**config.mk**
```make
export PLATFORM = sky130hd
export DESIGN_NAME = additive_lagged_random_generator_unit
export DESIGN_NICKNAME = d
export VERILOG_FILES = /design/src/hdl/alrg_pkg.sv /design/src/hdl/alrg_cell.sv /design/src/hdl/alrg_filler.sv /design/src/hdl/additive_lagged_random_generator_unit.sv
export SDC_FILE = /design/constraint.sdc
export NUM_CORES = 2
export LEC_CHECK = 0
export ABC_CLOCK_PERIOD_IN_PS = 7300
export BUFFER_PORTS_ARGS = -buffer_cell sky130_fd_sc_hd__buf_4
export CORE_UTILIZATION = 45
export CTS_CLUSTER_DIAMETER = 100
export DETAILED_ROUTE_END_ITERATION = 7
export PLACE_DENSITY = 0.6
export REMOVE_ABC_BUFFERS = 1
export SYNTH_ARGS = -nofsm -noshare
export SYNTH_HDL_FRONTEND = slang
export SYNTH_SLANG_ARGS = --single-unit
```
**constraint.sdc**
```tcl
create_clock -name clk_i -period 7.3 [get_ports clk_i]
set_input_delay 0.73 -clock clk_i [delete_from_list [all_inputs] [get_ports clk_i]]
set_output_delay 0.73 -clock clk_i [all_outputs]
set_load 0.02 [all_outputs]
```
**src/hdl/alrg_pkg.sv**
```systemverilog
// ----------------------------------------------------------------------------
// alrg_pkg
// Types and constants shared by the additive lagged random generator.
// ----------------------------------------------------------------------------
`timescale 1ns / 1ps

package alrg_pkg;

  localparam int unsigned WordW    = 16;
  localparam int unsigned TableLen = 55;
  localparam int unsigned TrailTap = 31;
  localparam int unsigned CntW     = $clog2(TableLen);

  localparam logic [WordW-1:0] LcgMul    = 16'd25173;
  localparam logic [WordW-1:0] LcgAdd    = 16'd13849;
  localparam logic [WordW-1:0] SeedReset = 16'd42;

  typedef logic [WordW-1:0] word_t;

  typedef enum logic {
    OP_INIT = 1'b0,
    OP_DRAW = 1'b1
  } op_e;

  typedef enum logic {
    FILL_IDLE = 1'b0,
    FILL_RUN  = 1'b1
  } fill_state_e;

  typedef struct packed {
    logic shift;
    logic dir_up;
  } cell_ctrl_t;

endpackage

```
**src/hdl/alrg_cell.sv**
```systemverilog
// ----------------------------------------------------------------------------
// alrg_cell
// One word of the lag table; shifts toward either neighbor.
// ----------------------------------------------------------------------------
`timescale 1ns / 1ps

module alrg_cell (
  input  logic               clk_i,
  input  logic               rst_ni,
  input  alrg_pkg::cell_ctrl_t ctrl_i,
  input  alrg_pkg::word_t    lower_i,
  input  alrg_pkg::word_t    upper_i,
  output alrg_pkg::word_t    word_o
);
  import alrg_pkg::*;

  word_t word_d, word_q;

  always_comb begin
    word_d = word_q;
    if (ctrl_i.shift) begin
      word_d = ctrl_i.dir_up ? lower_i : upper_i;
    end
  end

  always_ff @(posedge clk_i or negedge rst_ni) begin
    if (!rst_ni) begin
      word_q <= '0;
    end else begin
      word_q <= word_d;
    end
  end

  assign word_o = word_q;

endmodule

```
**src/hdl/alrg_filler.sv**
```systemverilog
// ----------------------------------------------------------------------------
// alrg_filler
// Congruential generator and sequencer that reloads the lag table.
// ----------------------------------------------------------------------------
`timescale 1ns / 1ps

module alrg_filler (
  input  logic            clk_i,
  input  logic            rst_ni,
  input  logic            start_i,
  input  alrg_pkg::word_t seed_i,
  output logic            busy_o,
  output logic            shift_o,
  output alrg_pkg::word_t word_o
);
  import alrg_pkg::*;

  fill_state_e state_d, state_q;
  word_t       lcg_d, lcg_q;
  logic [CntW-1:0] cnt_d, cnt_q;
  word_t       lcg_next;

  assign lcg_next = word_t'(lcg_q * LcgMul) + LcgAdd;

  always_comb begin
    state_d = state_q;
    case (state_q)
      FILL_IDLE: if (start_i) state_d = FILL_RUN;
      FILL_RUN:  if (cnt_q == '0) state_d = FILL_IDLE;
      default:   state_d = FILL_IDLE;
    endcase
  end

  always_comb begin
    busy_o  = 1'b0;
    shift_o = 1'b0;
    lcg_d   = lcg_q;
    cnt_d   = cnt_q;
    case (state_q)
      FILL_IDLE: begin
        if (start_i) begin
          lcg_d = seed_i;
          cnt_d = CntW'(TableLen - 1);
        end
      end
      FILL_RUN: begin
        busy_o  = 1'b1;
        shift_o = 1'b1;
        lcg_d   = lcg_next;
        cnt_d   = cnt_q - 1'b1;
      end
      default: ;
    endcase
  end

  always_ff @(posedge clk_i or negedge rst_ni) begin
    if (!rst_ni) begin
      state_q <= FILL_IDLE;
      lcg_q   <= '0;
      cnt_q   <= '0;
    end else begin
      state_q <= state_d;
      lcg_q   <= lcg_d;
      cnt_q   <= cnt_d;
    end
  end

  assign word_o = lcg_next;

endmodule

```
**src/hdl/additive_lagged_random_generator_unit.sv**
```systemverilog
// ----------------------------------------------------------------------------
// additive_lagged_random_generator_unit
// Additive lagged random generator, lags 55 and 24, on a row of word cells.
// ----------------------------------------------------------------------------
//  channel | direction | handshake              | payload
//  in      | input     | in_valid_i/in_stall_o  | op_i, range_limit_i
//  out     | output    | out_valid_o/out_stall_i| raw_value_o, scaled_value_o
//  seed    | input     | seed_we_i              | seed_wdata_i
//
//  A draw's result is registered; draws stream at one per clock while out is
//  taken and no fill runs. An init loads the seed, then shifts 55 generator
//  words into the cell row, one multiply per cycle; in_stall_o stays high.
//  Reset clears all cells, restores seed 42 and the generator state.
//  A stalled result holds in the output reg; in stalls if full or filling.
// ----------------------------------------------------------------------------
`timescale 1ns / 1ps

module additive_lagged_random_generator_unit (
  input  logic                    clk_i,
  input  logic                    rst_ni,
  input  logic                    in_valid_i,
  output logic                    in_stall_o,
  input  logic                    op_i,
  input  logic [alrg_pkg::WordW-1:0] range_limit_i,
  output logic                    out_valid_o,
  input  logic                    out_stall_i,
  output logic [alrg_pkg::WordW-1:0] raw_value_o,
  output logic [alrg_pkg::WordW-1:0] scaled_value_o,
  input  logic                    seed_we_i,
  input  logic [alrg_pkg::WordW-1:0] seed_wdata_i
);
  import alrg_pkg::*;

  word_t      seed_q;
  word_t      cell_w [TableLen];
  cell_ctrl_t cell_ctrl;
  logic       fill_busy, fill_shift;
  word_t      fill_word;
  logic       slot_free, in_acc, draw_acc, init_acc;
  word_t      sum;
  logic       out_valid_d, out_valid_q;
  word_t      raw_d, raw_q, range_d, range_q;
  logic [2*WordW-1:0] product;

  assign slot_free  = !out_valid_q || !out_stall_i;
  assign in_stall_o = fill_busy || !slot_free;
  assign in_acc     = in_valid_i && !in_stall_o;
  assign draw_acc   = in_acc && (op_i == OP_DRAW);
  assign init_acc   = in_acc && (op_i == OP_INIT);

  assign sum = cell_w[0] + cell_w[TrailTap];

  always_ff @(posedge clk_i or negedge rst_ni) begin
    if (!rst_ni) begin
      seed_q <= SeedReset;
    end else if (seed_we_i) begin
      seed_q <= seed_wdata_i;
    end
  end

  alrg_filler u_filler (
    .clk_i   (clk_i),
    .rst_ni  (rst_ni),
    .start_i (init_acc),
    .seed_i  (seed_q),
    .busy_o  (fill_busy),
    .shift_o (fill_shift),
    .word_o  (fill_word)
  );

  // Fill shifts up from cell 0, a draw shifts down and enters at the top.
  assign cell_ctrl.shift  = fill_shift || draw_acc;
  assign cell_ctrl.dir_up = fill_shift;

  for (genvar k = 0; k < TableLen; k++) begin : g_cell
    word_t lower, upper;
    if (k == 0) begin : g_bottom
      assign lower = fill_word;
    end else begin : g_lower
      assign lower = cell_w[k-1];
    end
    if (k == TableLen - 1) begin : g_top
      assign upper = sum;
    end else begin : g_upper
      assign upper = cell_w[k+1];
    end
    alrg_cell u_cell (
      .clk_i   (clk_i),
      .rst_ni  (rst_ni),
      .ctrl_i  (cell_ctrl),
      .lower_i (lower),
      .upper_i (upper),
      .word_o  (cell_w[k])
    );
  end

  always_comb begin
    out_valid_d = out_valid_q && out_stall_i;
    raw_d       = raw_q;
    range_d     = range_q;
    if (draw_acc) begin
      out_valid_d = 1'b1;
      raw_d       = sum;
      range_d     = range_limit_i;
    end
  end

  always_ff @(posedge clk_i or negedge rst_ni) begin
    if (!rst_ni) begin
      out_valid_q <= 1'b0;
    end else begin
      out_valid_q <= out_valid_d;
    end
  end

  always_ff @(posedge clk_i) begin
    raw_q   <= raw_d;
    range_q <= range_d;
  end

  assign product        = {{WordW{1'b0}}, raw_q} * {{WordW{1'b0}}, range_q};
  assign out_valid_o    = out_valid_q;
  assign raw_value_o    = raw_q;
  assign scaled_value_o = product[2*WordW-1:WordW];

  a_no_accept_while_filling : assert property (@(posedge clk_i) disable iff (!rst_ni)
    fill_busy |-> !in_acc)
    else $error("transaction accepted during table fill");

  a_init_starts_fill : assert property (@(posedge clk_i) disable iff (!rst_ni)
    init_acc |=> fill_busy)
    else $error("init transaction did not start table fill");

  a_draw_result : assert property (@(posedge clk_i) disable iff (!rst_ni)
    draw_acc |=> (out_valid_o && raw_value_o == $past(sum)))
    else $error("draw result lost or wrong");

  a_fill_no_result : assert property (@(posedge clk_i) disable iff (!rst_ni)
    (fill_busy && !out_valid_o) |=> !out_valid_o)
    else $error("result produced during table fill");

endmodule

```
; Yosys cells after proc, flatten, opt, wreduce, memory -nomap -nowiden
; Cells that the tools add are included.
; Widths: inputs -> output; s select.
[totals]
regBits = 952
in_bits = 38
out_inout_bits = 34
elab_cells = 146
[op_classes]
add_sub_neg = 3
multipliers = 2
eq_ne = 1
muxes = 64
bitwise_logic = 2
reduce_logical = 12
[op_table]
columns = op, count
row1 = $mux 16, 56
row2 = $mul 16x16->32, 1
row3 = $pmux 16 s2, 1
row4 = $add 16x14->16 const B, 1
row5 = $add 16x16->16, 1
row6 = $mul 16x15->16 const B, 1
row7 = $pmux 6 s2, 1
row8 = $logic_not 6->1, 1
row9 = $mux 6, 1
row10 = $sub 6x1->6 const B, 1
row11 = $logic_and 1x1->1, 4
row12 = $logic_not 1->1, 4
row13 = $mux 1, 4
row14 = $logic_or 1x1->1, 3
row15 = $ne 2x2->1 const B, 1
row16 = $not 1->1, 2
row17 = $pmux 1 s2, 1

; Longest topological paths before layout
[logic_depth]
word_depth = 9
mapped_depth = 23
depth_no_buf = 22

; Modules after synthesis
; Synthesis repeated with hierarchy kept, for this count alone.
[hier_totals]
cells_unflattened = 5224
hier_area_um2 = 54668.7
[by_module_without_submodules]
columns = mod, n_inst, cells_per_inst, area_each_um2, seq_area_each_um2
row1 = alrg_cell, 55, 69, 745.7, 400.4
row2 = additive_lagged_random_generator_unit, 1, 1119, 10553.9, 1390.1
row3 = alrg_filler, 1, 310, 3100.5, 575.6

; Worst setup path before layout
; Ideal clock, no wire load.
[synth_timing]
kind = reg-to-output
start = reg raw_q[12], in the netlist raw_value_o[12]
end = out scaled_value_o[12] in the netlist's numbering
t_arrival_ns = 6.206
t_required_ns = 6.570
setup_slack_ns = 0.364
stages_incl_launch_ff = 19
path_buffers = 1
cell_sequence = edfxtp_1 -> clkbuf_1 -> nand2_1 -> fa_1 -> fa_1 -> fa_1 -> inv_1 -> fa_1 -> fa_1 -> inv_1 -> fa_1 -> inv_1 -> ha_1 -> a21o_1 -> a21o_2 -> a221o_2 -> a311oi_2 -> o21ai_2 -> o311ai_1
[synth_between]
elab_chain_len = 1
[synth_lines]
columns = item, line
row1 = from (decl), additive_lagged_random_generator_unit.sv:42  ; word_t raw_d, raw_q, range_d, range_q;
row2 = from (signal assigned), additive_lagged_random_generator_unit.sv:117  ; raw_q <= raw_d;
row3 = $mul 16x16->32, additive_lagged_random_generator_unit.sv:121  ; assign product = {{WordW{1'b0}}, raw_q} * {{WordW{1'b0}}, range_q};
row4 = to (decl), additive_lagged_random_generator_unit.sv:28  ; output logic [alrg_pkg::WordW-1:0] scaled_value_o,
; No other way between the ends.

; Worst setup path in the final report
[layout_timing]
start = reg range_q[5]
end = out scaled_value_o[14] in the netlist's numbering
[layout_between]
elab_chain_len = 1
[layout_lines]
columns = item, line
row1 = from (decl), additive_lagged_random_generator_unit.sv:42
row2 = from (signal assigned), additive_lagged_random_generator_unit.sv:118  ; range_q <= range_d;
row3 = $mul 16x16->32, additive_lagged_random_generator_unit.sv:121
; No other way between the ends.

==> results.sh <==
export IMPL_drv_cap=0
export IMPL_antenna_found_initial=8
export IMPL_max_slew_margin_pct=22.0
export IMPL_setup_viol=6
export IMPL_rows=125
export IMPL_synth_mux_area_fraction_pct=17.0
export IMPL_fin_ws_ns=-0.115
export IMPL_num_nets_final=5550
export IMPL_end_kind="output pin"
export IMPL_drtAntennaViolNets=0
export IMPL_placed_cells=6476
export IMPL_hold_path_class="in2async"
export IMPL_worst_setup_path_start_kind="register"
export IMPL_grt_overflow_total=0
export IMPL_cts_tree="built"
export IMPL_crit_top_cell="fa_1"
export IMPL_min_period_ns=7.42
export IMPL_cts_root_buf="clkbuf_16"
export IMPL_grt_pass1_wl_mm=178
export IMPL_io_buffers=71
export IMPL_drtIter0Drc=2505
export IMPL_post_drt_wl_per_cell_um=15.7
export IMPL_fmax_ghz=0.135
export IMPL_clock_sinks=952
export IMPL_synth_simple_gate_area_share_pct=9.69
export IMPL_grt_pass1_vias=33543
export IMPL_drc=0
export IMPL_arrival_ns=6.69
export IMPL_htree_levels=3
export IMPL_n_antenna_cell=0
export IMPL_worst_pin_slew_ns=1.17
export IMPL_insertion_delay_ns=0.69
export IMPL_initial_core_util_pct=45.4
export IMPL_cp_max_fo=7
export IMPL_slowest_stage="fa_1"
export IMPL_crit_buf_inv=4
export IMPL_status="complete, but fails checks"
export IMPL_track_usage_pct=18.1
export IMPL_place_hpwl_mm=68.1
export IMPL_cts_made_buffers=106
export IMPL_firstDrtPassIters=6
export IMPL_nFillCells=10359
export IMPL_wl_mm=106
export IMPL_syn_inst=5164
export IMPL_crit_family="adder cells"
export IMPL_worstPathCellList="buf_4, and2_1, fa_1, inv_1, fa_1, fa_1, fa_1, inv_1, fa_1, fa_1, ha_4, a2111oi_4, o21ai_1, a221o_2, a31oi_4, o21ai_4, or4b_1, o311ai_1, buf_4"
export IMPL_die_area_mm2=0.119
export IMPL_ys_types=65
export IMPL_ys_async_sr_fraction_pct=96.6
export IMPL_grt_max_degree=329
export IMPL_die_h_um=344
export IMPL_coreArea_mm2=0.116
export IMPL_place_gp_congestion=0.863
export IMPL_ys_seq_elements=952
export IMPL_synth_top_family_by_area="multiplexers"
export IMPL_ctsHoldBuffers=0
export IMPL_finalCritPeriodShare_pct=102
export IMPL_viasPerCell=5.13
export IMPL_vias=34520
export IMPL_final_cell_mix="nand2_1 (1043), dfrtp_1 (916), o21ai_0 (903), mux2i_1 (874), inv_1 (280)"
export IMPL_synth_xor_area_share_pct=0.847
export IMPL_area_growth_pct=11.3
export IMPL_path_clk_slew_ns=0.06
export IMPL_cp_slowest_stage_delay_ns=0.54
export IMPL_synthAdderAreaFrac_pct=12.6
export IMPL_cts_path_max_buffers=3
export IMPL_violations="negative setup slack"
export IMPL_syn_cell_area_mm2=0.0527
export IMPL_hold_viol_final=0
export IMPL_synth_compound_area_share_pct=10.0
export IMPL_avgSynthCellArea_um2=10.2
export IMPL_crit_type="reg2out"
export IMPL_synthFlopType="dfrtp_1"
export IMPL_pin_count=72
export IMPL_fin_cells=6726
export IMPL_die_width_um=344
export IMPL_seq_area_frac_synth_pct=45.5
export IMPL_slew_violations=0
export IMPL_layout_commonest_cell="nand2_1"
export IMPL_drive_above_1_share_pct=7.73
export IMPL_synth_warning_count=0
export IMPL_rsz0062_at_grt="true"
export IMPL_synth_edff_count=32
export IMPL_worstPathRequired_ns=6.57
export IMPL_finClkSkew_ns=0.0252
==> timing repair <==
action	CTS	global route
resized for setup	13	19
buffers inserted	41	14
pin swaps	11	8
cloned	0	1
endpoints found under the setup margin	12	15
==> Yosys cell counts (all sizes together) (2+ instances only) <==
| library cell | instances | area share, % |
|---|---|---|
| a221o | 3 | 0.059 |
| inv | 282 | 2.0 |
| a211oi | 4 | 0.057 |
| and4 | 2 | 0.033 |
| nor2 | 28 | 0.20 |
| clkbuf | 314 | 2.2 |
| dfstp | 3 | 0.15 |
| o21a | 11 | 0.16 |
| nand3 | 6 | 0.057 |
| edfxtp | 32 | 1.8 |
| xor2 | 15 | 0.25 |
| nand2 | 1043 | 7.4 |
| o21bai | 4 | 0.057 |
| a21boi | 10 | 0.14 |
| nor3b | 2 | 0.028 |
| ha | 174 | 4.1 |
| xnor2 | 36 | 0.60 |
| buf | 20 | 0.18 |
| a21oi | 34 | 0.33 |
| o41ai | 3 | 0.064 |
| a311oi | 2 | 0.045 |
| o21ai | 908 | 8.6 |
| and2 | 118 | 1.4 |
| a22oi | 2 | 0.028 |
| nor3 | 16 | 0.15 |
| or3 | 8 | 0.095 |
| mux2 | 17 | 0.36 |
| mux2i | 874 | 17 |
| nor2b | 3 | 0.036 |
| fa | 222 | 8.4 |
| o211ai | 3 | 0.043 |
| and3 | 3 | 0.036 |
| o311ai | 2 | 0.033 |
| a21o | 10 | 0.14 |
| a31oi | 6 | 0.083 |
| dfrtp | 917 | 44 |
| nand4 | 5 | 0.059 |
| nand2b | 5 | 0.059 |
==> cells by family (layout without fill, tap and decap cells) <==
| family | after synthesis | count (layout) |
|---|---|---|
| adders and majority gates | 396 | 396 |
| xor gates and xnor gates | 51 | 51 |
| muxes | 891 | 891 |
| DFF | 952 | 952 |
| and+or+nand+nor | 1246 | 1246 |
| buffers and inverters | 616 | 654 |
| AOI/OAI and AO/OA | 1012 | 1012 |
==> stage by stage <==
step	utilization, %	setup TNS, ns	hold slack [ns]	cell area [um^2]	worst slack [ns]
6_report	50.5	-0.436	0.117	58700	-0.115
5_1_grt	50.5	-2.37	0.172	58700	-0.314
3_5_place_dp	46.9	0	0.470	54500	0.251
4_1_cts	50.3	-1.02	0.116	58400	-0.200
3_3_place_gp	46.9	0	0.463	54500	0.318
2_1_floorplan	-	-	0.434	51500	-461.12
==> registers in the layout (all words and copies together) (netlist names) <==
register	cells
g_cell.u_cell.word_o	880
u_filler.state_q	1
u_filler.lcg_q	16
range_q	16
out_valid_o	1
raw_value_o	16
u_filler.cnt_q	6
seed_q	16
==> routing by layer <==
| metal | GRT usage (%) | wire length (um) | vias to the layer above |
|---|---|---|---|
| li1 | - | - | 17301 |
| met2 | 27.0 | 46000 | 494 |
| met3 | 3.15 | 4700 | 168 |
| met4 | 5.15 | 2520 | 8 |
| met1 | 27.0 | 52600 | 16549 |
| met5 | 0 | 56 | - |
==> layout make-up <==
| cell class | instances | area [um^2] | share of cell area [%] |
|---|---|---|---|
| inverter | 282 | 1060 | 1.80 |
| multi-input combinational | 3596 | 26600 | 45.3 |
| clock buffer | 163 | 3230 | 5.51 |
| timing repair buffer | 178 | 1560 | 2.65 |
| tap | 1524 | 1910 | 3.25 |
| sequential | 952 | 24000 | 40.9 |
| clock inverter | 31 | 349 | 0.595 |
==> path summary, 6_finish.rpt <==
| path | startpoint | endpoint | slack, ns | cells after the start |
|---|---|---|---|---|
| max | range_q[5] | scaled_value_o[14] | -0.12 | 19 |
| max in group asynchronous | rst_ni | g_cell[43].u_cell.word_o[12] | 5.42 | 3 |
| min in group clk_i | range_limit_i[10] | range_q[10] | 0.23 | 1 |
| min reg2reg | g_cell[54].u_cell.word_o[7] | g_cell[54].u_cell.word_o[7] | 0.48 | 2 |
| min | rst_ni | g_cell[22].u_cell.word_o[12] | 0.12 | 1 |
| max reg2reg | u_filler.lcg_q[5] | u_filler.lcg_q[15] | 2.17 | 20 |
Power is not shown: default switching activity piles up to over one toggle a cycle in this logic, so the estimate is an artifact.
